$ cat src/rtl/pcsb_pkg.sv
// ----------------------------------------------------------------------------
// pcsb_pkg: shared types and constants of the scan binner
// Field widths, register indexes and reset values, the queue request type
// and the arctangent table of the angle unit.
// ----------------------------------------------------------------------------
package pcsb_pkg;

	// Sizes
	localparam int BINS_DEF    = 1024;
	localparam int ADDR_MAX_W  = 12;
	localparam int COORD_W     = 20;
	localparam int RANGE_W     = 20;
	localparam int ANGLE_W     = 16;
	localparam int BIN_W       = 10;
	localparam int CFG_IDX_W   = 3;
	localparam int CFG_DATA_W  = 20;
	localparam int QUEUE_DEPTH = 4;

	// Register indexes
	localparam logic [CFG_IDX_W-1:0] REG_HEIGHT_LOW  = 3'd0;
	localparam logic [CFG_IDX_W-1:0] REG_HEIGHT_HIGH = 3'd1;
	localparam logic [CFG_IDX_W-1:0] REG_RANGE_LOW   = 3'd2;
	localparam logic [CFG_IDX_W-1:0] REG_RANGE_HIGH  = 3'd3;
	localparam logic [CFG_IDX_W-1:0] REG_ANGLE_START = 3'd4;
	localparam logic [CFG_IDX_W-1:0] REG_ANGLE_END   = 3'd5;
	localparam logic [CFG_IDX_W-1:0] REG_ANGLE_STEP  = 3'd6;
	localparam logic [CFG_IDX_W-1:0] REG_FILL_VALUE  = 3'd7;

	// Register reset values
	localparam logic [19:0] RST_HEIGHT_LOW  = 20'h80000;
	localparam logic [19:0] RST_HEIGHT_HIGH = 20'h7FFFF;
	localparam logic [19:0] RST_RANGE_LOW   = 20'h00000;
	localparam logic [19:0] RST_RANGE_HIGH  = 20'hFFFFF;
	localparam logic [15:0] RST_ANGLE_START = 16'h8000;
	localparam logic [15:0] RST_ANGLE_END   = 16'h7FFF;
	localparam logic [15:0] RST_ANGLE_STEP  = 16'd182;
	localparam logic [19:0] RST_FILL_VALUE  = 20'hFFFFF;

	// Limits used by the front end
	typedef struct packed {
		logic signed [COORD_W-1:0] height_low;
		logic signed [COORD_W-1:0] height_high;
		logic [RANGE_W-1:0]        range_low;
		logic [RANGE_W-1:0]        range_high;
		logic signed [ANGLE_W-1:0] angle_start;
		logic signed [ANGLE_W-1:0] angle_end;
		logic [ANGLE_W-1:0]        angle_step;
	} cfg_t;

	// One request for the bin store
	typedef struct packed {
		logic                  is_read;
		logic                  in_range;
		logic [ADDR_MAX_W-1:0] addr;
		logic [BIN_W-1:0]      bin;
		logic [RANGE_W-1:0]    range;
	} op_t;

	// Arctangent of 2^-i in 1/256 binary angle units.
	function automatic logic signed [25:0] atan_entry(input logic [3:0] i);
		logic signed [25:0] v;
		unique case (i)
			4'd0:  v = 26'sd2097152;
			4'd1:  v = 26'sd1238021;
			4'd2:  v = 26'sd654136;
			4'd3:  v = 26'sd332050;
			4'd4:  v = 26'sd166669;
			4'd5:  v = 26'sd83416;
			4'd6:  v = 26'sd41718;
			4'd7:  v = 26'sd20860;
			4'd8:  v = 26'sd10430;
			4'd9:  v = 26'sd5215;
			4'd10: v = 26'sd2608;
			4'd11: v = 26'sd1304;
			4'd12: v = 26'sd652;
			4'd13: v = 26'sd326;
			4'd14: v = 26'sd163;
			4'd15: v = 26'sd81;
		endcase
		return v;
	endfunction

endpackage

$ cat src/rtl/pcsb_queue.sv
// ----------------------------------------------------------------------------
// pcsb_queue: request queue
// Short first-in first-out buffer between the classifier and the bin store.
// ----------------------------------------------------------------------------
module pcsb_queue (
	input  logic          clk,
	input  logic          arst_n,
	input  logic          push_valid,
	output logic          push_ready,
	input  pcsb_pkg::op_t push_op,
	output logic          pop_valid,
	input  logic          pop_ready,
	output pcsb_pkg::op_t pop_op
);

	localparam int D  = pcsb_pkg::QUEUE_DEPTH;
	localparam int PW = $clog2(D);

	pcsb_pkg::op_t mem_q [D];
	logic [PW-1:0] wr_q, rd_q;
	logic [PW:0]   cnt_q;
	logic          do_push, do_pop;

	assign push_ready = (cnt_q != (PW+1)'(D));
	assign pop_valid  = (cnt_q != '0);
	assign pop_op     = mem_q[rd_q];
	assign do_push    = push_valid && push_ready;
	assign do_pop     = pop_valid && pop_ready;

	// Pointers and fill level.
	always_ff @(posedge clk or negedge arst_n) begin
		if (!arst_n) begin
			wr_q  <= '0;
			rd_q  <= '0;
			cnt_q <= '0;
		end else begin
			if (do_push) begin
				wr_q <= wr_q + PW'(1);
			end
			if (do_pop) begin
				rd_q <= rd_q + PW'(1);
			end
			if (do_push && !do_pop) begin
				cnt_q <= cnt_q + (PW+1)'(1);
			end else if (do_pop && !do_push) begin
				cnt_q <= cnt_q - (PW+1)'(1);
			end
		end
	end

	// Entry storage.
	always_ff @(posedge clk) begin
		if (do_push) begin
			mem_q[wr_q] <= push_op;
		end
	end

endmodule

$ cat config.mk
export PLATFORM = sky130hd
export DESIGN_NAME = pcsb_queue
export DESIGN_NICKNAME = d
export VERILOG_FILES = /design/src/rtl/pcsb_pkg.sv /design/src/rtl/pcsb_queue.sv
export SDC_FILE = /design/constraint.sdc
export NUM_CORES = 1
export LEC_CHECK = 0
export BUFFER_PORTS_ARGS = -buffer_cell sky130_fd_sc_hd__buf_2
export CORE_MARGIN = 8
export CORE_UTILIZATION = 45
export DETAILED_ROUTE_END_ITERATION = 10
export PLACE_DENSITY = 0.72
export SLEW_MARGIN = 20
export SYNTH_ARGS = -nofsm -noshare
export SYNTH_HDL_FRONTEND = slang
export SYNTH_SLANG_ARGS = --single-unit
export TNS_END_PERCENT = 20
$ cat constraint.sdc
create_clock -name clk -period 2.6 [get_ports clk]
set_input_delay 0.26 -clock clk [delete_from_list [all_inputs] [get_ports clk]]
set_output_delay 0.26 -clock clk [all_outputs]
set_load 0.02 [all_outputs]
After elaboration in Yosys (flattened, before gate mapping)

Memories as Yosys holds them, arrays and structs flattened.
Cells that the tools add are included.
Widths: inputs -> output; s select.

Bits in writable memories: 176
Logic and storage cells: 21
Memories kept: 1
Input port bits: 48
Output and inout port bits: 46
Register bits: 7

Memories:

| name  | words | width | rd ports | clocked after memory_dff | wr ports | line             | RTL |
|---|---|---|---|---|---|---|---|
| mem_q | 4     | 44    | 1        | 0                        | 1        | pcsb_queue.sv:19 | `pcsb_pkg::op_t mem_q [D];` |

Reduce and logical (&&, ||, !) cells: 8
Muxes and demuxes: 4
Add/subtract/negate cells: 4
Eq/ne operators: 1

Operator list:

| cell                | count |
|---|---|
| $mux 3              | 2 |
| $add 2x1->2 const B | 2 |
| $logic_and 1x1->1   | 4 |
| $add 3x1->3 const B | 1 |
| $ne 3x3->1 const B  | 1 |
| $reduce_bool 3->1   | 1 |
| $sub 3x1->3 const B | 1 |
| $logic_not 1->1     | 2 |
| $mux 1              | 2 |
| $reduce_bool 2->1   | 1 |

Depth between registers and ports, before layout

Gate-level depths: netlist of run 1.

Depth after elaboration: 6
Depth in mapped cells: 8
Depth with buffers taken out: 8

Worst setup path after synthesis of run 1

OpenSTA, ideal clock, no wires.

Path kind: flip-flop to flip-flop
From: register cnt_q[0]
To: memory mem_q[0][0] in the netlist's numbering, enable pin
Data required time: 2.194 ns
Library setup time: 0.406 ns
Slack: 0.361 ns
Cell stages (with the launch flop): 4
Buffers on the path: 0
Clock period less this slack: 2.239 ns
Arrival: 1.833 ns
Cell sequence: dfrtp_1 -> nor2_1 -> a21boi_2 -> and2_1

Longest elaborated chain between the ends: 4

RTL lines:

| what                         | line             | RTL |
|---|---|---|
| from (decl)                  | pcsb_queue.sv:21 | `logic [PW:0] cnt_q;` |
| from (signal assigned)       | pcsb_queue.sv:44 | `cnt_q <= cnt_q + (PW+1)'(1);` |
| from (signal assigned)       | pcsb_queue.sv:46 | `cnt_q <= cnt_q - (PW+1)'(1);` |
| $ne 3x3->1                   | pcsb_queue.sv:24 | `assign push_ready = (cnt_q != (PW+1)'(D));` |
| $logic_and 1x1->1            | pcsb_queue.sv:27 | `assign do_push = push_valid && push_ready;` |
| named net do_push            | pcsb_queue.sv:22 | `logic do_push, do_pop;` |
| $mux 1                       | pcsb_queue.sv:53 | `if (do_push) begin` |
| $mux 1 (not written as such) | pcsb_queue.sv:54 | `mem_q[wr_q] <= push_op;` |
| to (decl)                    | pcsb_queue.sv:19 |  |

The timed path passes the listed nets, and every way through them passes these cells.

==> results.tsv, run 1 <==
metric	value	unit
crit_path_max_fanout	17	
synth.top_cells.by_area	sky130_fd_sc_hd__edfxtp_1 77%, sky130_fd_sc_hd__mux4_2 13%, sky130_fd_sc_hd__dfrtp_1 2.6%, sky130_fd_sc_hd__mux4_1 2.3%, sky130_fd_sc_hd__buf_12 1.2%	
avgViaCountPerCell	5.214	
final_max_slew_viol_count	0	
yosysTopAreaCellShare	0.7748	
startpoint_type	flop	
crit_slowest_cell	sky130_fd_sc_hd__dfrtp_4	
clock_tree_from_tritoncts	built	
die_y	139.1	um
routed-wl-met3	773	um
setup_violation_total_in_the_final_timing_report	0	
antenna_found_initial	2	
io_buffer_count	93	
max_cap_violations	0	
criticalPathCategory	flop to output port	
ctsHoldBuffers	1	
drt_met1_wl	5.265	mm
synth.ff_latch_count	183	
syn_area_cell	25.74	um^2
area_delta_synth_final	18.67	%
netlist-cell-type-count	19	
worst_r2r_path_cells	8	
routed.top_layer	met5	
achievable-frequency	416.8	MHz
design.core.area	15030	um^2
critical_path.reg2reg.startpoint	cnt_q[1]$_DFFE_PN0P_	
initial_utilization	0.4538	
design.final.nets	432	
synth_sequential_area_ratio	0.8004	
clock_tree.buffer_depth	2	
cp_data_arrival_time	2140	ps
num_io_pins	94	
rows	45	
grt_pass1_vias	3492	
post_route_cells_drive_above_1_share	0.4604	
grt_start_max_net_pins	45	
outcome	finished clean	
number_of_buffers_created_by_cts	17	
first_pass_iters	4	
power.static_leakage	2.805	nW
antenna_violating_nets_post_route	0	
timing.reg2reg.setup_slack	430	ps
post_cts.resized_instances	0	
floorplan.die_area	19350	um^2
worstPathCellList	buf_4 > mux4_2 > buf_2	
routedWlPerCell	20.83	um
drt_drc_violations_left	0	
post-cts-setup-buffer-count	0	
clock-skew-final	6.396	ps
cts_root_buf	sky130_fd_sc_hd__clkbuf_16	
hold_violations	0	
fin_tns_setup	0	ps
yosys_warnings	0	
power.ir.vdd_worst	0.6189	mV
via_count	3024	
drt_iter0_markers	190	
ctsHtreeMaxLevel	4	
syn_area	6822	um^2
final_util	0.5385	
synth_largest_area_cell	sky130_fd_sc_hd__edfxtp_1	
min_path_type	primary input to flop	
chipWidth	139.1	um
cts.sink_count	183	
detail_route.wirelength	12.08	mm
total_overflow_reported_by_the_global_router	0	
min_delay_path_depth	1	
reg2reg_to	cnt_q[2]$_DFFE_PN0P_	
dp_hpwl	7.660	mm
worst_hold_startpoint	push_op[29]	
min_period	2399	ps
worstPathRequired	2340	ps
worst_path_largest_cell_delay	650	ps
clk-insertion-delay-late	420	ps
global_route_wire_length_before_repair	19.11	mm
worst_slew_pin_slew	514.6	ps
min_period_over_period	0.9227	
grt_util_all_layers	0.1326	
dr_wl_met2	5.830	mm
postSynthCellCount	265	
slew_headroom	0.6569	
rsz0062_at_grt	false	
critical_path.endpoint_type	output port	
globalplace.congestion	0.7365	
power.density	1181	nW/um^2
synth_nets	319	
clkTransAtPathRegs	70	ps
worstHoldEndpoint	mem_q[2][29]$_DFFE_PP_	
critPathLaunch	rd_q[0]$_DFFE_PN0P_	
==> critical path: cells and delay by family, from the launching register on <==
family / cells / cell delay (ps)
flops: 1 / 650
mux: 1 / 560
buf+inv: 2 / 500
==> flip-flops by register name, summed over array words and instances, names as in the netlist <==
register,flops
cnt_q,3
mem_q,176
rd_q,2
wr_q,2
==> layer usage <==
layer  vias up  global-route usage
li1       1352                   -
met1      1575              0.1605
met2        76              0.2078
met3        19             0.05095
met4         2             0.06066
met5         -                   0
==> cell usage after synthesis (all sizes together) <==
library cell and instances:
nand3 1, edfxtp 176, dfrtp 7, and2 4
or3 1, xnor2 4, mux4 44, ha 5
nand2 2, buf 10, inv 3, xor2 2
nor2 2, mux2 2, fa 1, a21boi 1
==> worst max path at each step <==
stage                                        to  cells after the start  slack (ps)
after floorplan           mem_q[0][0]$_DFFE_PP_                      3         360
after global placement     cnt_q[2]$_DFFE_PN0P_                      8         580
after detailed placement   cnt_q[2]$_DFFE_PN0P_                      8         440
after CTS                            pop_op[20]                      3         130
after global routing                 pop_op[20]                      3          70
final                                pop_op[20]                      3         200
==> stage by stage <==
| step | setup slack [ps] | total power, mW | hold slack (ps) | cell area (um^2) | cells |
|---|---|---|---|---|---|
| floorplan | 361.4 | 6.367 | -35.59 | 6822 | 265 |
| global placement | 584.1 | 7.239 | 97.00 | 7528 | 546 |
| detailed placement | 439.0 | 7.324 | 102.2 | 7528 | 546 |
| CTS | 133.7 | 9.728 | 25.62 | 8093 | 579 |
| global route | 74.21 | 10.01 | 29.94 | 8093 | 579 |
| finish | 201.0 | 9.562 | 48.77 | 8095 | 580 |
==> where the power goes <==
part / switching [mW] / internal [mW] / total, mW / leakage, nW
logic: 1.70 / 1.28 / 2.98 / 0.850
clock network: 1.05 / 1.32 / 2.38 / 0.262
registers: 0.293 / 3.91 / 4.20 / 1.69
==> cells in the final DEF (no fill, tap or decap), drive strengths merged <==
cell | Yosys | final
a21boi | 1 | 1
and2 | 4 | 4
buf | 10 | 103
bufinv | 0 | 1
clkbuf | 0 | 18
clkinv | 0 | 5
clkinvlp | 0 | 4
dfrtp | 7 | 7
diode | 0 | 1
dlygate4sd3 | 0 | 1
edfxtp | 176 | 176
fa | 1 | 1
ha | 5 | 5
inv | 3 | 7
mux2 | 2 | 2
mux4 | 44 | 44
nand2 | 2 | 2
nand3 | 1 | 1
nor2 | 2 | 2
or3 | 1 | 1
xnor2 | 4 | 4
xor2 | 2 | 2
==> logic make-up (layout without fill, tap and decap cells) <==
group	Yosys count	after routing	share of synthesized area
compound gates	1	1	0.001651
xor+xnor	6	6	0.007704
fa+ha+maj	6	6	0.01211
buf+inv	13	139	0.01871
flops	183	183	0.8004
mux	46	46	0.1519
other cells	0	1	0
simple gates	10	10	0.007520
==> area by class of cell <==
type                       instances  area, um^2
tap                              188       235.2
clock buffer                      18       429.2
sequential                       183        5465
inverter                           3       11.26
timing repair buffer             104       588.1
clock inverter                    14       125.1
antenna                            1       2.502
fill                            1120        6938
multi-input combinational         69        1239
(Power assumes the default switching activity.)
==> run 2, diff against run 1 <==
==> constraint.sdc (replaced) <==
create_clock -name clk -period 2.6 [get_ports clk]
set_input_delay 0.26 -clock clk [delete_from_list [all_inputs] [get_ports clk]]
set_output_delay 0.26 -clock clk [all_outputs]
set_load 0.1 [all_outputs]
==> run 2 against run 1 <==
Fmax fell by 0.90%. Final area up 1.3%. Flip-flop and latch count is the same. Via count is 1.4% higher. First-iteration DRC count decreased by 35%. Critical endpoint is now pop_op[13]. Non-clock buffer count up 4. Die area is the same. Clock-buffer cell count stayed put. Hold slack worse by 2.3 ps. Setup slack worse by 22 ps. Routed wire length rose by 1.5%.
==> results.tsv, run 2 (synthesized netlist as in run 1, its figures left out) <==
metric	value	unit	change
outcome	finished clean		
startpoint_type	flop		
design.final.nets	436		+0.93%
post-cts-setup-buffer-count	0		unchanged
routed-wl-met3	774	um	+0.13%
max_cap_violations	0		unchanged
final_max_slew_viol_count	0		unchanged
cts_root_buf	sky130_fd_sc_hd__clkbuf_16		
worst_slew_pin_slew	512.9	ps	-1.786 ps
detail_route.wirelength	12.27	mm	+1.5%
min_path_type	primary input to flop		
rsz0062_at_grt	false		
layout_top_registers	mem_q x176, cnt_q x3		
drt_drc_violations_left	0		unchanged
antenna_violating_nets_post_route	0		unchanged
clk-insertion-delay-late	420	ps	about the same
worst_path_largest_cell_delay	620	ps	-30 ps
worstPathRequired	2340	ps	about the same
crit_path_max_fanout	16		-1
slew_headroom	0.6605		+0.003542
achievable-frequency	413.1	MHz	-0.90%
rows	45		unchanged
die_y	139.1	um	unchanged
worstPathCellList	buf_4 > mux4_2 > buf_2		
avgViaCountPerCell	5.259		+0.87%
initial_utilization	0.4538		unchanged
via_count	3066		+1.4%
min_period	2421	ps	+21.72 ps
cp_data_arrival_time	2160	ps	+20 ps
area_delta_synth_final	20.16	%	
num_io_pins	94		unchanged
io_buffer_count	93		unchanged
first_pass_iters	5		+1
antenna_cells_inserted	0		-1
total_overflow_reported_by_the_global_router	0		unchanged
number_of_buffers_created_by_cts	17		unchanged
routedWlPerCell	21.04	um	+1.0%
clock_tree_from_tritoncts	built		
grt_util_all_layers	0.1320		-0.0006722
antenna_found_initial	0		-2
ctsHtreeMaxLevel	4		unchanged
most_common_library_cell_in_the_layout_ignoring_fill_and_taps	sky130_fd_sc_hd__edfxtp_1		
critical_path.endpoint_type	output port		
dr_wl_met2	6.017	mm	+3.2%
chipWidth	139.1	um	unchanged
global_route_wire_length_before_repair	19.04	mm	-0.36%
multi_input_area	1239	um^2	unchanged
criticalPathCategory	flop to output port		
timing.reg2reg.setup_slack	430	ps	about the same
grt_start_max_net_pins	26		-42%
n_fill_cell	1128		+0.71%
globalplace.congestion	0.7215		-2.0%
dp_hpwl	7.931	mm	+3.5%
flip_flop_count_of_the_largest_register_all_copies_and_words_added	176		unchanged
max_flop_register	mem_q		
crit_slowest_cell	sky130_fd_sc_hd__dfrtp_4		
floorplan.die_area	19350	um^2	unchanged
layout.cells.most_common_list	176 x sky130_fd_sc_hd__edfxtp_1, 93 x sky130_fd_sc_hd__buf_2, 38 x sky130_fd_sc_hd__mux4_2		
hold_violations	0		unchanged
grt_pass1_vias	3383		-3.1%
routed.top_layer	met4		
design.core.area	15030	um^2	unchanged
clock-skew-final	7.062	ps	+0.6662 ps
min_period_over_period	0.9311		+0.008354
drt_iter0_markers	123		-35%
cts.sink_count	183		unchanged
fin_tns_setup	0	ps	unchanged
clkTransAtPathRegs	70	ps	about the same
drt_met1_wl	5.255	mm	-0.19%
post_route_cells_drive_above_1_share	0.4658		+0.005465
seq_area	5465	um^2	unchanged
setup_violation_total_in_the_final_timing_report	0		unchanged
clock_tree.buffer_depth	2		unchanged
run 2: cell count changes in the layout (fill, tap and decap cells not counted), sizes merged:
cell | before | now
buf | 103 | 107
bufinv | 1 | 3
clkinvlp | 4 | 3
diode | 1 | 0
inv | 7 | 6
run 2: per-stage QoR:
step	hold slack (ps)	instance area, um^2	setup WS, ps	util	instances
after floorplan	-35.59	6822	69.42	-	265
after global placement	99.06	7584	576.8	0.5045	550
after detailed placement	105.9	7584	449.4	0.5045	550
after CTS	25.86	8197	120.2	0.5452	583
after global routing	30.47	8197	44.19	0.5452	583
final	46.46	8197	179.3	0.5452	583
run 2: final cells by class:
cell class / instances / area share
Sequential cell: 183 / 0.6668
Multi-Input combinational cell: 69 / 0.1511
Clock buffer: 18 / 0.05236
Timing Repair Buffer: 108 / 0.07846
Clock inverter: 14 / 0.02122
Tap cell: 188 / 0.02870
Inverter: 3 / 0.001374
run 2: worst paths after layout:
path,from,end,depth (start not counted)
worst max-delay path,rd_q[0]$_DFFE_PN0P_,pop_op[13],3
worst min-delay path,push_op[28],mem_q[3][28]$_DFFE_PP_,1
worst max register to register,cnt_q[1]$_DFFE_PN0P_,cnt_q[2]$_DFFE_PN0P_,8
worst min register to register,cnt_q[2]$_DFFE_PN0P_,cnt_q[2]$_DFFE_PN0P_,1
max in group asynchronous,arst_n,rd_q[0]$_DFFE_PN0P_,2
min in group asynchronous,arst_n,cnt_q[1]$_DFFE_PN0P_,2
run 2: worst max-delay path: cells and delay by family (launching register included):
kind | cells | cell delay (ps)
DFF | 1 | 620
buffers and inverters | 2 | 580
muxes | 1 | 540
run 2: layer usage:
metal	track usage	vias up
li1	-	1369
met1	0.1586	1600
met2	0.2089	81
met3	0.05232	16
met4	0.05546	0
met5	0	-
run 2: repair_timing:
item                      CTS  global route
hold buffers                1             0
gates resized for setup     0             0
hold endpoints to repair    7             0
Power of run 2 is not shown: default switching activity piles up to over one toggle a cycle in this logic, so the estimate is an artifact.
