[config.mk]
export PLATFORM = sky130hd
export DESIGN_NAME = pcsb_front
export DESIGN_NICKNAME = d
export VERILOG_FILES = /design/src/rtl/pcsb_pkg.sv /design/src/rtl/pcsb_front.sv
export SDC_FILE = /design/constraint.sdc
export NUM_CORES = 2
export LEC_CHECK = 0
export ABC_AREA = 1
export BUFFER_PORTS_ARGS = -buffer_cell sky130_fd_sc_hd__buf_4
export CAP_MARGIN = 30
export CORE_MARGIN = 8
export CORE_UTILIZATION = 40
export DETAILED_ROUTE_END_ITERATION = 10
export HOLD_SLACK_MARGIN = 0.12
export PLACE_DENSITY_LB_ADDON = 0.15
export SYNTH_ARGS = -nofsm -noshare
export SYNTH_HDL_FRONTEND = slang
export SYNTH_SLANG_ARGS = --single-unit
[constraint.sdc]
create_clock -name clk -period 7.3 [get_ports clk]
set_input_delay 1.46 -clock clk [delete_from_list [all_inputs] [get_ports clk]]
set_output_delay 1.46 -clock clk [all_outputs]
set_load 0.01 [all_outputs]
[src/rtl/pcsb_pkg.sv]
// ----------------------------------------------------------------------------
// pcsb_pkg: shared types and constants of the scan binner
// Field widths, register indexes and reset values, the queue request type
// and the arctangent table of the angle unit.
// ----------------------------------------------------------------------------
package pcsb_pkg;

	// Sizes
	localparam int BINS_DEF    = 1024;
	localparam int ADDR_MAX_W  = 12;
	localparam int COORD_W     = 20;
	localparam int RANGE_W     = 20;
	localparam int ANGLE_W     = 16;
	localparam int BIN_W       = 10;
	localparam int CFG_IDX_W   = 3;
	localparam int CFG_DATA_W  = 20;
	localparam int QUEUE_DEPTH = 4;

	// Register indexes
	localparam logic [CFG_IDX_W-1:0] REG_HEIGHT_LOW  = 3'd0;
	localparam logic [CFG_IDX_W-1:0] REG_HEIGHT_HIGH = 3'd1;
	localparam logic [CFG_IDX_W-1:0] REG_RANGE_LOW   = 3'd2;
	localparam logic [CFG_IDX_W-1:0] REG_RANGE_HIGH  = 3'd3;
	localparam logic [CFG_IDX_W-1:0] REG_ANGLE_START = 3'd4;
	localparam logic [CFG_IDX_W-1:0] REG_ANGLE_END   = 3'd5;
	localparam logic [CFG_IDX_W-1:0] REG_ANGLE_STEP  = 3'd6;
	localparam logic [CFG_IDX_W-1:0] REG_FILL_VALUE  = 3'd7;

	// Register reset values
	localparam logic [19:0] RST_HEIGHT_LOW  = 20'h80000;
	localparam logic [19:0] RST_HEIGHT_HIGH = 20'h7FFFF;
	localparam logic [19:0] RST_RANGE_LOW   = 20'h00000;
	localparam logic [19:0] RST_RANGE_HIGH  = 20'hFFFFF;
	localparam logic [15:0] RST_ANGLE_START = 16'h8000;
	localparam logic [15:0] RST_ANGLE_END   = 16'h7FFF;
	localparam logic [15:0] RST_ANGLE_STEP  = 16'd182;
	localparam logic [19:0] RST_FILL_VALUE  = 20'hFFFFF;

	// Limits used by the front end
	typedef struct packed {
		logic signed [COORD_W-1:0] height_low;
		logic signed [COORD_W-1:0] height_high;
		logic [RANGE_W-1:0]        range_low;
		logic [RANGE_W-1:0]        range_high;
		logic signed [ANGLE_W-1:0] angle_start;
		logic signed [ANGLE_W-1:0] angle_end;
		logic [ANGLE_W-1:0]        angle_step;
	} cfg_t;

	// One request for the bin store
	typedef struct packed {
		logic                  is_read;
		logic                  in_range;
		logic [ADDR_MAX_W-1:0] addr;
		logic [BIN_W-1:0]      bin;
		logic [RANGE_W-1:0]    range;
	} op_t;

	// Arctangent of 2^-i in 1/256 binary angle units.
	function automatic logic signed [25:0] atan_entry(input logic [3:0] i);
		logic signed [25:0] v;
		unique case (i)
			4'd0:  v = 26'sd2097152;
			4'd1:  v = 26'sd1238021;
			4'd2:  v = 26'sd654136;
			4'd3:  v = 26'sd332050;
			4'd4:  v = 26'sd166669;
			4'd5:  v = 26'sd83416;
			4'd6:  v = 26'sd41718;
			4'd7:  v = 26'sd20860;
			4'd8:  v = 26'sd10430;
			4'd9:  v = 26'sd5215;
			4'd10: v = 26'sd2608;
			4'd11: v = 26'sd1304;
			4'd12: v = 26'sd652;
			4'd13: v = 26'sd326;
			4'd14: v = 26'sd163;
			4'd15: v = 26'sd81;
		endcase
		return v;
	endfunction

endpackage

[src/rtl/pcsb_front.sv]
// ----------------------------------------------------------------------------
// pcsb_front: point classifier
// Accepts items, filters points, runs the square root, CORDIC and index
// division units, and pushes store requests into the queue.
// ----------------------------------------------------------------------------
module pcsb_front #(
	parameter int BINS = pcsb_pkg::BINS_DEF
) (
	input  logic                      clk,
	input  logic                      arst_n,
	input  logic                      hold,
	input  pcsb_pkg::cfg_t            cfg,
	input  logic                      in_valid,
	output logic                      in_ready,
	input  logic                      command,
	input  logic signed [19:0]        x_mm,
	input  logic signed [19:0]        y_mm,
	input  logic signed [19:0]        z_mm,
	input  logic                      point_valid,
	input  logic [pcsb_pkg::BIN_W-1:0] read_bin,
	output logic                      op_valid,
	input  logic                      op_ready,
	output pcsb_pkg::op_t             op
);

	localparam logic [2:0] ST_IDLE  = 3'd0;
	localparam logic [2:0] ST_SQR   = 3'd1;
	localparam logic [2:0] ST_PREP  = 3'd2;
	localparam logic [2:0] ST_ITER  = 3'd3;
	localparam logic [2:0] ST_CHECK = 3'd4;
	localparam logic [2:0] ST_DIV   = 3'd5;
	localparam logic [2:0] ST_FIN   = 3'd6;
	localparam logic [2:0] ST_PUSH  = 3'd7;

	localparam int AW = pcsb_pkg::ADDR_MAX_W;

	logic [2:0]         state_q;
	logic [4:0]         iter_q;
	logic signed [19:0] x_q, y_q;
	logic [39:0]        sqx_q, sqy_q;
	logic [41:0]        rad_q, root_q, bit_q;
	logic signed [22:0] cx_q, cy_q;
	logic signed [25:0] cz_q;
	logic               zero_q;
	logic [16:0]        na_q, ra_q, nc_q, rc_q;
	logic [15:0]        step_q;
	logic               cnt_one_q;
	pcsb_pkg::op_t      op_q;

	logic               accept;
	logic               drop_in;

	// Square root step.
	logic [41:0] sq_sum, rad_n, root_n;
	// CORDIC step.
	logic [3:0]         sh;
	logic signed [22:0] dx, dy, cx_n, cy_n;
	logic signed [25:0] cz_n;
	// Quarter-turn setup.
	logic signed [22:0] xe, ye, cx_i, cy_i;
	logic signed [25:0] cz_i;
	logic [41:0]        rad_i;
	// Limit checks.
	logic signed [25:0] zr;
	logic signed [15:0] ang;
	logic [19:0]        rng;
	logic               drop_pt;
	logic signed [16:0] d_s, span_s;
	logic [15:0]        step_eff;
	logic               one_i;
	logic [16:0]        dn_i;
	// Divider steps.
	logic [16:0] ta, tc, ra_n, rc_n, na_n, nc_n;
	// Index.
	logic [16:0] cnt, idx;

	assign in_ready = (state_q == ST_IDLE) && !hold;
	assign accept   = in_valid && in_ready;
	assign drop_in  = !point_valid || (z_mm < cfg.height_low) || (z_mm > cfg.height_high);
	assign op_valid = (state_q == ST_PUSH);
	assign op       = op_q;

	// One step of the bitwise square root.
	always_comb begin
		sq_sum = root_q + bit_q;
		if (rad_q >= sq_sum) begin
			rad_n  = rad_q - sq_sum;
			root_n = (root_q >> 1) + bit_q;
		end else begin
			rad_n  = rad_q;
			root_n = root_q >> 1;
		end
	end

	// One CORDIC vectoring step.
	always_comb begin
		sh = iter_q[3:0];
		dx = cy_q >>> sh;
		dy = cx_q >>> sh;
		if (!cy_q[22]) begin
			cx_n = cx_q + dx;
			cy_n = cy_q - dy;
			cz_n = cz_q + pcsb_pkg::atan_entry(sh);
		end else begin
			cx_n = cx_q - dx;
			cy_n = cy_q + dy;
			cz_n = cz_q - pcsb_pkg::atan_entry(sh);
		end
	end

	// Radicand and quarter-turn of a left-half vector.
	always_comb begin
		rad_i = {2'b00, sqx_q} + {2'b00, sqy_q};
		xe    = 23'(x_q);
		ye    = 23'(y_q);
		if (x_q < 0) begin
			if (y_q >= 0) begin
				cx_i = ye;
				cy_i = -xe;
				cz_i = 26'sd4194304;
			end else begin
				cx_i = -ye;
				cy_i = xe;
				cz_i = -26'sd4194304;
			end
		end else begin
			cx_i = xe;
			cy_i = ye;
			cz_i = '0;
		end
	end

	// Rounded angle, limit checks and divider setup.
	always_comb begin
		zr       = (cz_q + 26'sd128) >>> 8;
		ang      = zero_q ? 16'sd0 : zr[15:0];
		rng      = root_q[19:0];
		drop_pt  = (rng < cfg.range_low) || (rng > cfg.range_high) ||
			(ang < cfg.angle_start) || (ang > cfg.angle_end);
		d_s      = 17'(ang) - 17'(cfg.angle_start);
		span_s   = 17'(cfg.angle_end) - 17'(cfg.angle_start);
		step_eff = (cfg.angle_step == '0) ? 16'd1 : cfg.angle_step;
		one_i    = !(cfg.angle_end > cfg.angle_start);
		dn_i     = one_i ? 17'd0 : (17'(span_s) + {1'b0, step_eff} - 17'd1);
	end

	// One restoring step of both dividers.
	always_comb begin
		ta = {ra_q[15:0], na_q[16]};
		tc = {rc_q[15:0], nc_q[16]};
		if (ta >= {1'b0, step_q}) begin
			ra_n = ta - {1'b0, step_q};
			na_n = {na_q[15:0], 1'b1};
		end else begin
			ra_n = ta;
			na_n = {na_q[15:0], 1'b0};
		end
		if (tc >= {1'b0, step_q}) begin
			rc_n = tc - {1'b0, step_q};
			nc_n = {nc_q[15:0], 1'b1};
		end else begin
			rc_n = tc;
			nc_n = {nc_q[15:0], 1'b0};
		end
	end

	// Bin count and clamped bin index.
	always_comb begin
		cnt = cnt_one_q ? 17'd1 : nc_q;
		if (cnt > 17'(BINS)) begin
			cnt = 17'(BINS);
		end
		if (cnt == '0) begin
			cnt = 17'd1;
		end
		idx = (na_q > cnt - 17'd1) ? (cnt - 17'd1) : na_q;
	end

	// Control sequencer.
	always_ff @(posedge clk or negedge arst_n) begin
		if (!arst_n) begin
			state_q <= ST_IDLE;
			iter_q  <= '0;
		end else begin
			unique case (state_q)
				ST_IDLE: begin
					if (accept) begin
						if (command) begin
							state_q <= ST_PUSH;
						end else if (!drop_in) begin
							state_q <= ST_SQR;
						end
					end
				end
				ST_SQR: begin
					state_q <= ST_PREP;
				end
				ST_PREP: begin
					state_q <= ST_ITER;
					iter_q  <= '0;
				end
				ST_ITER: begin
					iter_q <= iter_q + 5'd1;
					if (iter_q == 5'd20) begin
						state_q <= ST_CHECK;
					end
				end
				ST_CHECK: begin
					iter_q  <= '0;
					state_q <= drop_pt ? ST_IDLE : ST_DIV;
				end
				ST_DIV: begin
					iter_q <= iter_q + 5'd1;
					if (iter_q == 5'd16) begin
						state_q <= ST_FIN;
					end
				end
				ST_FIN: begin
					state_q <= ST_PUSH;
				end
				ST_PUSH: begin
					if (op_ready) begin
						state_q <= ST_IDLE;
					end
				end
			endcase
		end
	end

	// Datapath registers.
	always_ff @(posedge clk) begin
		unique case (state_q)
			ST_IDLE: begin
				x_q            <= x_mm;
				y_q            <= y_mm;
				op_q.is_read   <= 1'b1;
				op_q.in_range  <= (32'(read_bin) < BINS);
				op_q.addr      <= AW'(read_bin);
				op_q.bin       <= read_bin;
				op_q.range     <= '0;
			end
			ST_SQR: begin
				sqx_q <= 40'(x_q * x_q);
				sqy_q <= 40'(y_q * y_q);
			end
			ST_PREP: begin
				rad_q  <= rad_i;
				root_q <= '0;
				bit_q  <= 42'd1 << 40;
				cx_q   <= cx_i;
				cy_q   <= cy_i;
				cz_q   <= cz_i;
				zero_q <= (x_q == '0) && (y_q == '0);
			end
			ST_ITER: begin
				rad_q  <= rad_n;
				root_q <= root_n;
				bit_q  <= bit_q >> 2;
				if (!iter_q[4]) begin
					cx_q <= cx_n;
					cy_q <= cy_n;
					cz_q <= cz_n;
				end
			end
			ST_CHECK: begin
				na_q      <= 17'(d_s);
				ra_q      <= '0;
				nc_q      <= dn_i;
				rc_q      <= '0;
				step_q    <= step_eff;
				cnt_one_q <= one_i;
			end
			ST_DIV: begin
				na_q <= na_n;
				ra_q <= ra_n;
				nc_q <= nc_n;
				rc_q <= rc_n;
			end
			ST_FIN: begin
				op_q.is_read  <= 1'b0;
				op_q.in_range <= 1'b1;
				op_q.addr     <= AW'(idx);
				op_q.bin      <= '0;
				op_q.range    <= root_q[19:0];
			end
			ST_PUSH: begin
			end
		endcase
	end

endmodule

; ---- Word-level counts from Yosys, hierarchy flattened
; Memories as Yosys holds them, arrays and structs flattened.
; Index checks and enable logic that the tools add are counted.
[totals]
register_bits = 454
out_inout_bits = 46
rom_bits = 704
wordCells = 153
mem_count = 2
[classes]
add_sub_neg = 21
eq_ne = 16
mul = 2
order_cmp = 14
n_reduce_logical = 25
mux = 47
shifts = 2
[memory_table]
columns = memory, words, width, rd, rd_clocked_by_memory_dff, write_ports, line_no
row1 = (name not given), 16, 22, 1, 0, 0, pcsb_pkg.sv:62  ; unique case (i)
row2 = (name not given), 16, 22, 1, 0, 0, pcsb_pkg.sv:62
[op_table]
columns = operator, count
row1 = $pmux W42 S2, 3
row2 = $mux W23, 8
row3 = $mux W26, 6
row4 = $pmux W23 S2, 2
row5 = $pmux W44 S2, 1
row6 = $mux W42, 2
row7 = $mul A20 B20 Y40, 2
row8 = $mux W17, 4
row9 = $pmux W17 S2, 2
row10 = $mux W16, 4
row11 = $pmux W16 S2, 2
row12 = $pmux W26 S2, 1
row13 = $add A23 B23 Y23, 2
row14 = $neg A20 Y23, 2
row15 = $sshr A23 B4 Y23, 2
row16 = $sub A23 B23 Y23, 2
row17 = $add A41 B42 Y42, 1
row18 = $add A42 B42 Y42, 1
row19 = $ge A42 B42 Y1, 1
row20 = $sub A42 B42 Y42, 1
row21 = $add A40 B40 Y41, 1
row22 = $gt A20 B20 Y1, 2
row23 = $logic_not A20 Y1, 2
row24 = $lt A20 B20 Y1, 2
row25 = 37 further kinds, 71

; ---- Longest topological paths before layout
[depth]
depth_word = 9
depth_mapped = 33
ltp_nobuf = 31

; ---- Worst setup path after synthesis
; OpenSTA, ideal clock, no wires.
[synth_timing]
path_type = register -> register
startpoint = register y_q[19]
endpoint = register sqy_q[38], data pin
setup_time_ps = 258
slack_ps = 302
period_less_slack_ps = 6998
required_time_ps = 7042
path_stages_with_launch = 24
arrival_time_ps = 6740
cell_sequence = edfxtp_1 > clkbuf_1 > clkbuf_1 > clkbuf_1 > nand2_1 > inv_1 > fa_1 > fa_1 > inv_1 > fa_1 > inv_1 > fa_1 > fa_1 > fa_1 > inv_1 > fa_1 > inv_1 > ha_1 > a21oi_1 > o21a_1 > a21oi_1 > a2111oi_0 > nand3_1 > xor2_1
[synth_via]
elab_chain_cells = 1
[synth_rtl]
columns = item, line_no
row1 = from (decl), pcsb_front.sv:39  ; logic signed [19:0] x_q, y_q;
row2 = from (signal assigned), pcsb_front.sv:235  ; y_q <= y_mm;
row3 = $mul A20 B20 Y40, pcsb_front.sv:244  ; sqy_q <= 40'(y_q * y_q);
row4 = to (signal assigned), pcsb_front.sv:244
row5 = to (decl), pcsb_front.sv:40  ; logic [39:0] sqx_q, sqy_q;
; No other way between the ends.
; A chain may end at the register's enable or synchronous reset.

; ---- Final worst setup path
[layout_timing]
startpoint = register x_q[11]
endpoint = register sqx_q[28], data pin
[layout_via]
elab_chain_cells = 1
[layout_rtl]
columns = item, line_no
row1 = from (decl), pcsb_front.sv:39
row2 = from (signal assigned), pcsb_front.sv:234  ; x_q <= x_mm;
row3 = $mul A20 B20 Y40, pcsb_front.sv:243  ; sqx_q <= 40'(x_q * x_q);
row4 = to (signal assigned), pcsb_front.sv:243
row5 = to (decl), pcsb_front.sv:40
; No other way between the ends.

==> summary.txt <==
Status
  • Status: finished clean

Detailed routing
  • Antenna viol nets, final: 0
  • DRC violations left: 0
  • Routed vias: 58744
  • Routed len/inst: 19.1 µm
  • Iter 0 DRT Violations: 3785
  • DRT Pass-1 Iters: 8
  • Vias per inst: 5.14
  • DRT Wirelength: 218000 µm

Synthesis
  • Simple-Gate Fraction of Synth Area: 0.190
  • Largest cells by area after synthesis: fa_1 23%, edfxtp_1 18%, ha_1 11%, inv_1 11%, nand2_1 10%
  • Mux cell area share after synthesis: 0.000730
  • EDFF count, synth: 420
  • Main synth FF type: edfxtp_1
  • Post-synthesis sequential element count: 428
  • Post-synth ARST share: 0.0187
  • Post-Synth Adder-Cell Area: 0.344
  • Post-synth top cells: 1922 x inv_1, 1834 x nand2_1, 790 x fa_1
  • Compound-gate portion of the synthesized area: 0.116
  • Syn_area_per_cell: 7.69 µm²
  • XOR/XNOR share of the synthesized area: 0.0421
  • Most frequent cell after synthesis: inv_1
  • Register area share after synthesis: 0.187
  • Cell taking the most area after synthesis: fa_1
  • Top-area cell type share of the netlist area: 0.231
  • Synth Instances: 8918
  • Distinct cells, synth: 77
  • Mapped cell area: 0.0686 mm²
  • Largest family of logic cells by synthesized area: adder cells
  • Yosys warns: 0

Global route
  • First-pass GRT wire length: 343000 µm
  • Largest net degree at the start of global routing: 77
  • GRT Residual Overflow: 0
  • GRT Resource Usage Total: 0.231
  • Initial antenna violation count: 6
  • Vias in the first global route: 60476

Clock tree
  • # clock sinks: 428
  • Clk_lat worst skew: 0.70 ns
  • Clock-pin slew on the worst setup and hold paths: 0.07 ns
  • CTS Buf Count: 54
  • Clk buf depth: 3
  • Cts hold-fix bufs: 0
  • CTS tree: yes
  • Clock Root Buffer: clkbuf_16
  • H-Tree Depth: 2

Min path
  • Hold/Removal Path Class: in2async

Floorplan
  • Core Footprint: 0.171 mm²
  • I/O pin total: 251
  • Die Y: 430 µm
  • Row Count: 152
  • Die ar.: 0.185 mm²
  • Initial core utilization: 0.401
  • Chip width: 430 µm

Critical path
  • Max Fanout on Critical Path: 15
  • Worst setup path category: reg2reg
  • R2R setup slack: 0.27 ns
  • R2r endpoint: sqx_q[28]
  • Worst EP arrival: 7.45 ns
  • Cell mode on critical path: fa_1
  • Slowest CP cell: edfxtp_1
  • Worst setup path end: sqx_q[28]
  • R2R depth: 23
  • Worst Setup SP: x_q[11]
  • Critical path launch point type: register
  • Setup crit end kind: register
  • Crit-path cells: buf_4 > nand2_1 > inv_1 > fa_1 > inv_1 > fa_1 > inv_1 > fa_1 > fa_1 > fa_1 > fa_1 > inv_1 > fa_1 > inv_1 > ha_1 > nand2_1 > o21ai_0 > inv_1 > o21a_1 > nand2_1 > a21oi_1 > o21bai_1 > xor2_1
  • Crit path required time: 7.72 ns
  • Worst r2r src: x_q[11]
  • Critical Path Max Stage Delay: 0.70 ns

Timing
  • Final setup vio count: 0
  • Setup TNS: 0 ns
  • PnR worst setup slack: 0.274 ns
  • RSZ-0062 raised after global routing: no
  • Max Fclk: 142 MHz
  • Final hold viol count: 0
  • Final Critical Period: 7.03 ns
  • Slew Limit Fails: 0
  • Fin crit share: 0.962
  • Least-Margin Pin Slew: 0.985 ns
  • Setup Skew: 0.0640 ns
  • Slew HR: 0.341

Final layout
  • Nets@finish: 10759
  • Area grow syn2layout: 9.87%
  • Area occupied by multi-input gates: 0.0476 mm²
  • Layout cell share with drive strength beyond 1: 0.0612
  • Fillers: 17462
  • Reg area: 0.0128 mm²

Placed design
  • Port buffer count: 249
  • Routability cong.: 0.918
  • Placement Setup Slack: 0.159 ns
  • Final HPWL DP: 184000 µm

Job
  • Max_cap viols: 0
==> area by class of cell <==
type,count,share of cell area
multi-input cells,6336,0.631
well taps,2233,0.0371
clock inverters,33,0.00491
repair buffers,390,0.0417
inverters,1934,0.0964
clock buffers,63,0.0184
diodes,5,0.000166
flip-flops and latches,428,0.170
==> per-layer routing <==
metal | part of all wire | GRT usage
met4 | 0.029 | 0.0616
met1 | 0.44 | 0.308
met2 | 0.48 | 0.401
met5 | 0.00013 | 0
met3 | 0.048 | 0.0238
==> logic make-up after synthesis <==
kind of cell             count (synthesis)
other                                    2
XOR/XNOR                               330
adder cells (fa/ha/maj)               1410
AO/OA/AOI/OAI                         1424
AND/OR/NAND/NOR                       3161
multiplexers                             5
buffers and inverters                 2158
flip-flops                             428
==> worst min path at each step <==
stage,startpoint,endpoint,depth (start not counted)
final,arst_n,state_q[1],1
after global routing,arst_n,state_q[1],1
after detailed placement,nc_q[8],nc_q[9],2
after global placement,nc_q[0],nc_q[1],2
after CTS,arst_n,iter_q[3],1
after floorplan,x_q[0],sqx_q[0],0
==> cell usage in the layout, fill, tap and decap left out, types with 12 or more instances in the layout <==
cell	n
a211oi_1	15
a21boi_0	12
a21o_1	40
a21oi_1	583
a31oi_1	46
buf_4	375
clkbuf_16	54
clkinv_1	13
edfxtp_1	420
fa_1	790
ha_1	620
inv_1	1919
nand2_1	1832
nand3_1	395
nand3b_1	16
nand4_1	87
nor2_1	646
nor2_2	16
nor3_1	78
nor4_1	22
o211ai_1	51
o21a_1	28
o21ai_0	493
o21ai_1	35
o21bai_1	38
o22ai_1	14
o31ai_1	13
or2_2	18
xnor2_1	133
xor2_1	197
==> state kept, by name (all words and copies together), names as in the netlist, 17 cells and up <==
register,count
nc_q,17
sqy_q,39
y_q,20
cy_q,23
cx_q,23
na_q,17
root_q,42
sqx_q,39
cz_q,24
bit_q,21
rad_q,42
op,43
x_q,20
==> worst max-delay path: cells and delay by family, from the launching register on <==
family          cells  cell delay (ns)
simple gates        3             0.36
compound gates      4             0.77
xor+xnor            1             0.41
fa+ha+maj           8             3.87
flops               1             0.70
buf+inv             7             0.71
==> repair_timing <==
item                                    CTS  global route
resized for setup                         0             2
hold endpoints to repair                  0             0
setup buffers                             0            22
endpoints found under the setup margin    0             6
==> stage by stage <==
stage	utilization	instances	cell area (µm²)	hold WS (ns)
after floorplan	-	8922	68600	0.478
after global placement	0.428	11294	73300	0.539
after detailed placement	0.429	11295	73300	0.547
after CTS	0.439	11391	75000	0.510
after global routing	0.441	11419	75300	0.540
final	0.441	11422	75400	0.565
Power is left out: the tool's default activity adds up to more than one toggle a clock period on the data nets, which glitch-free logic cannot reach.
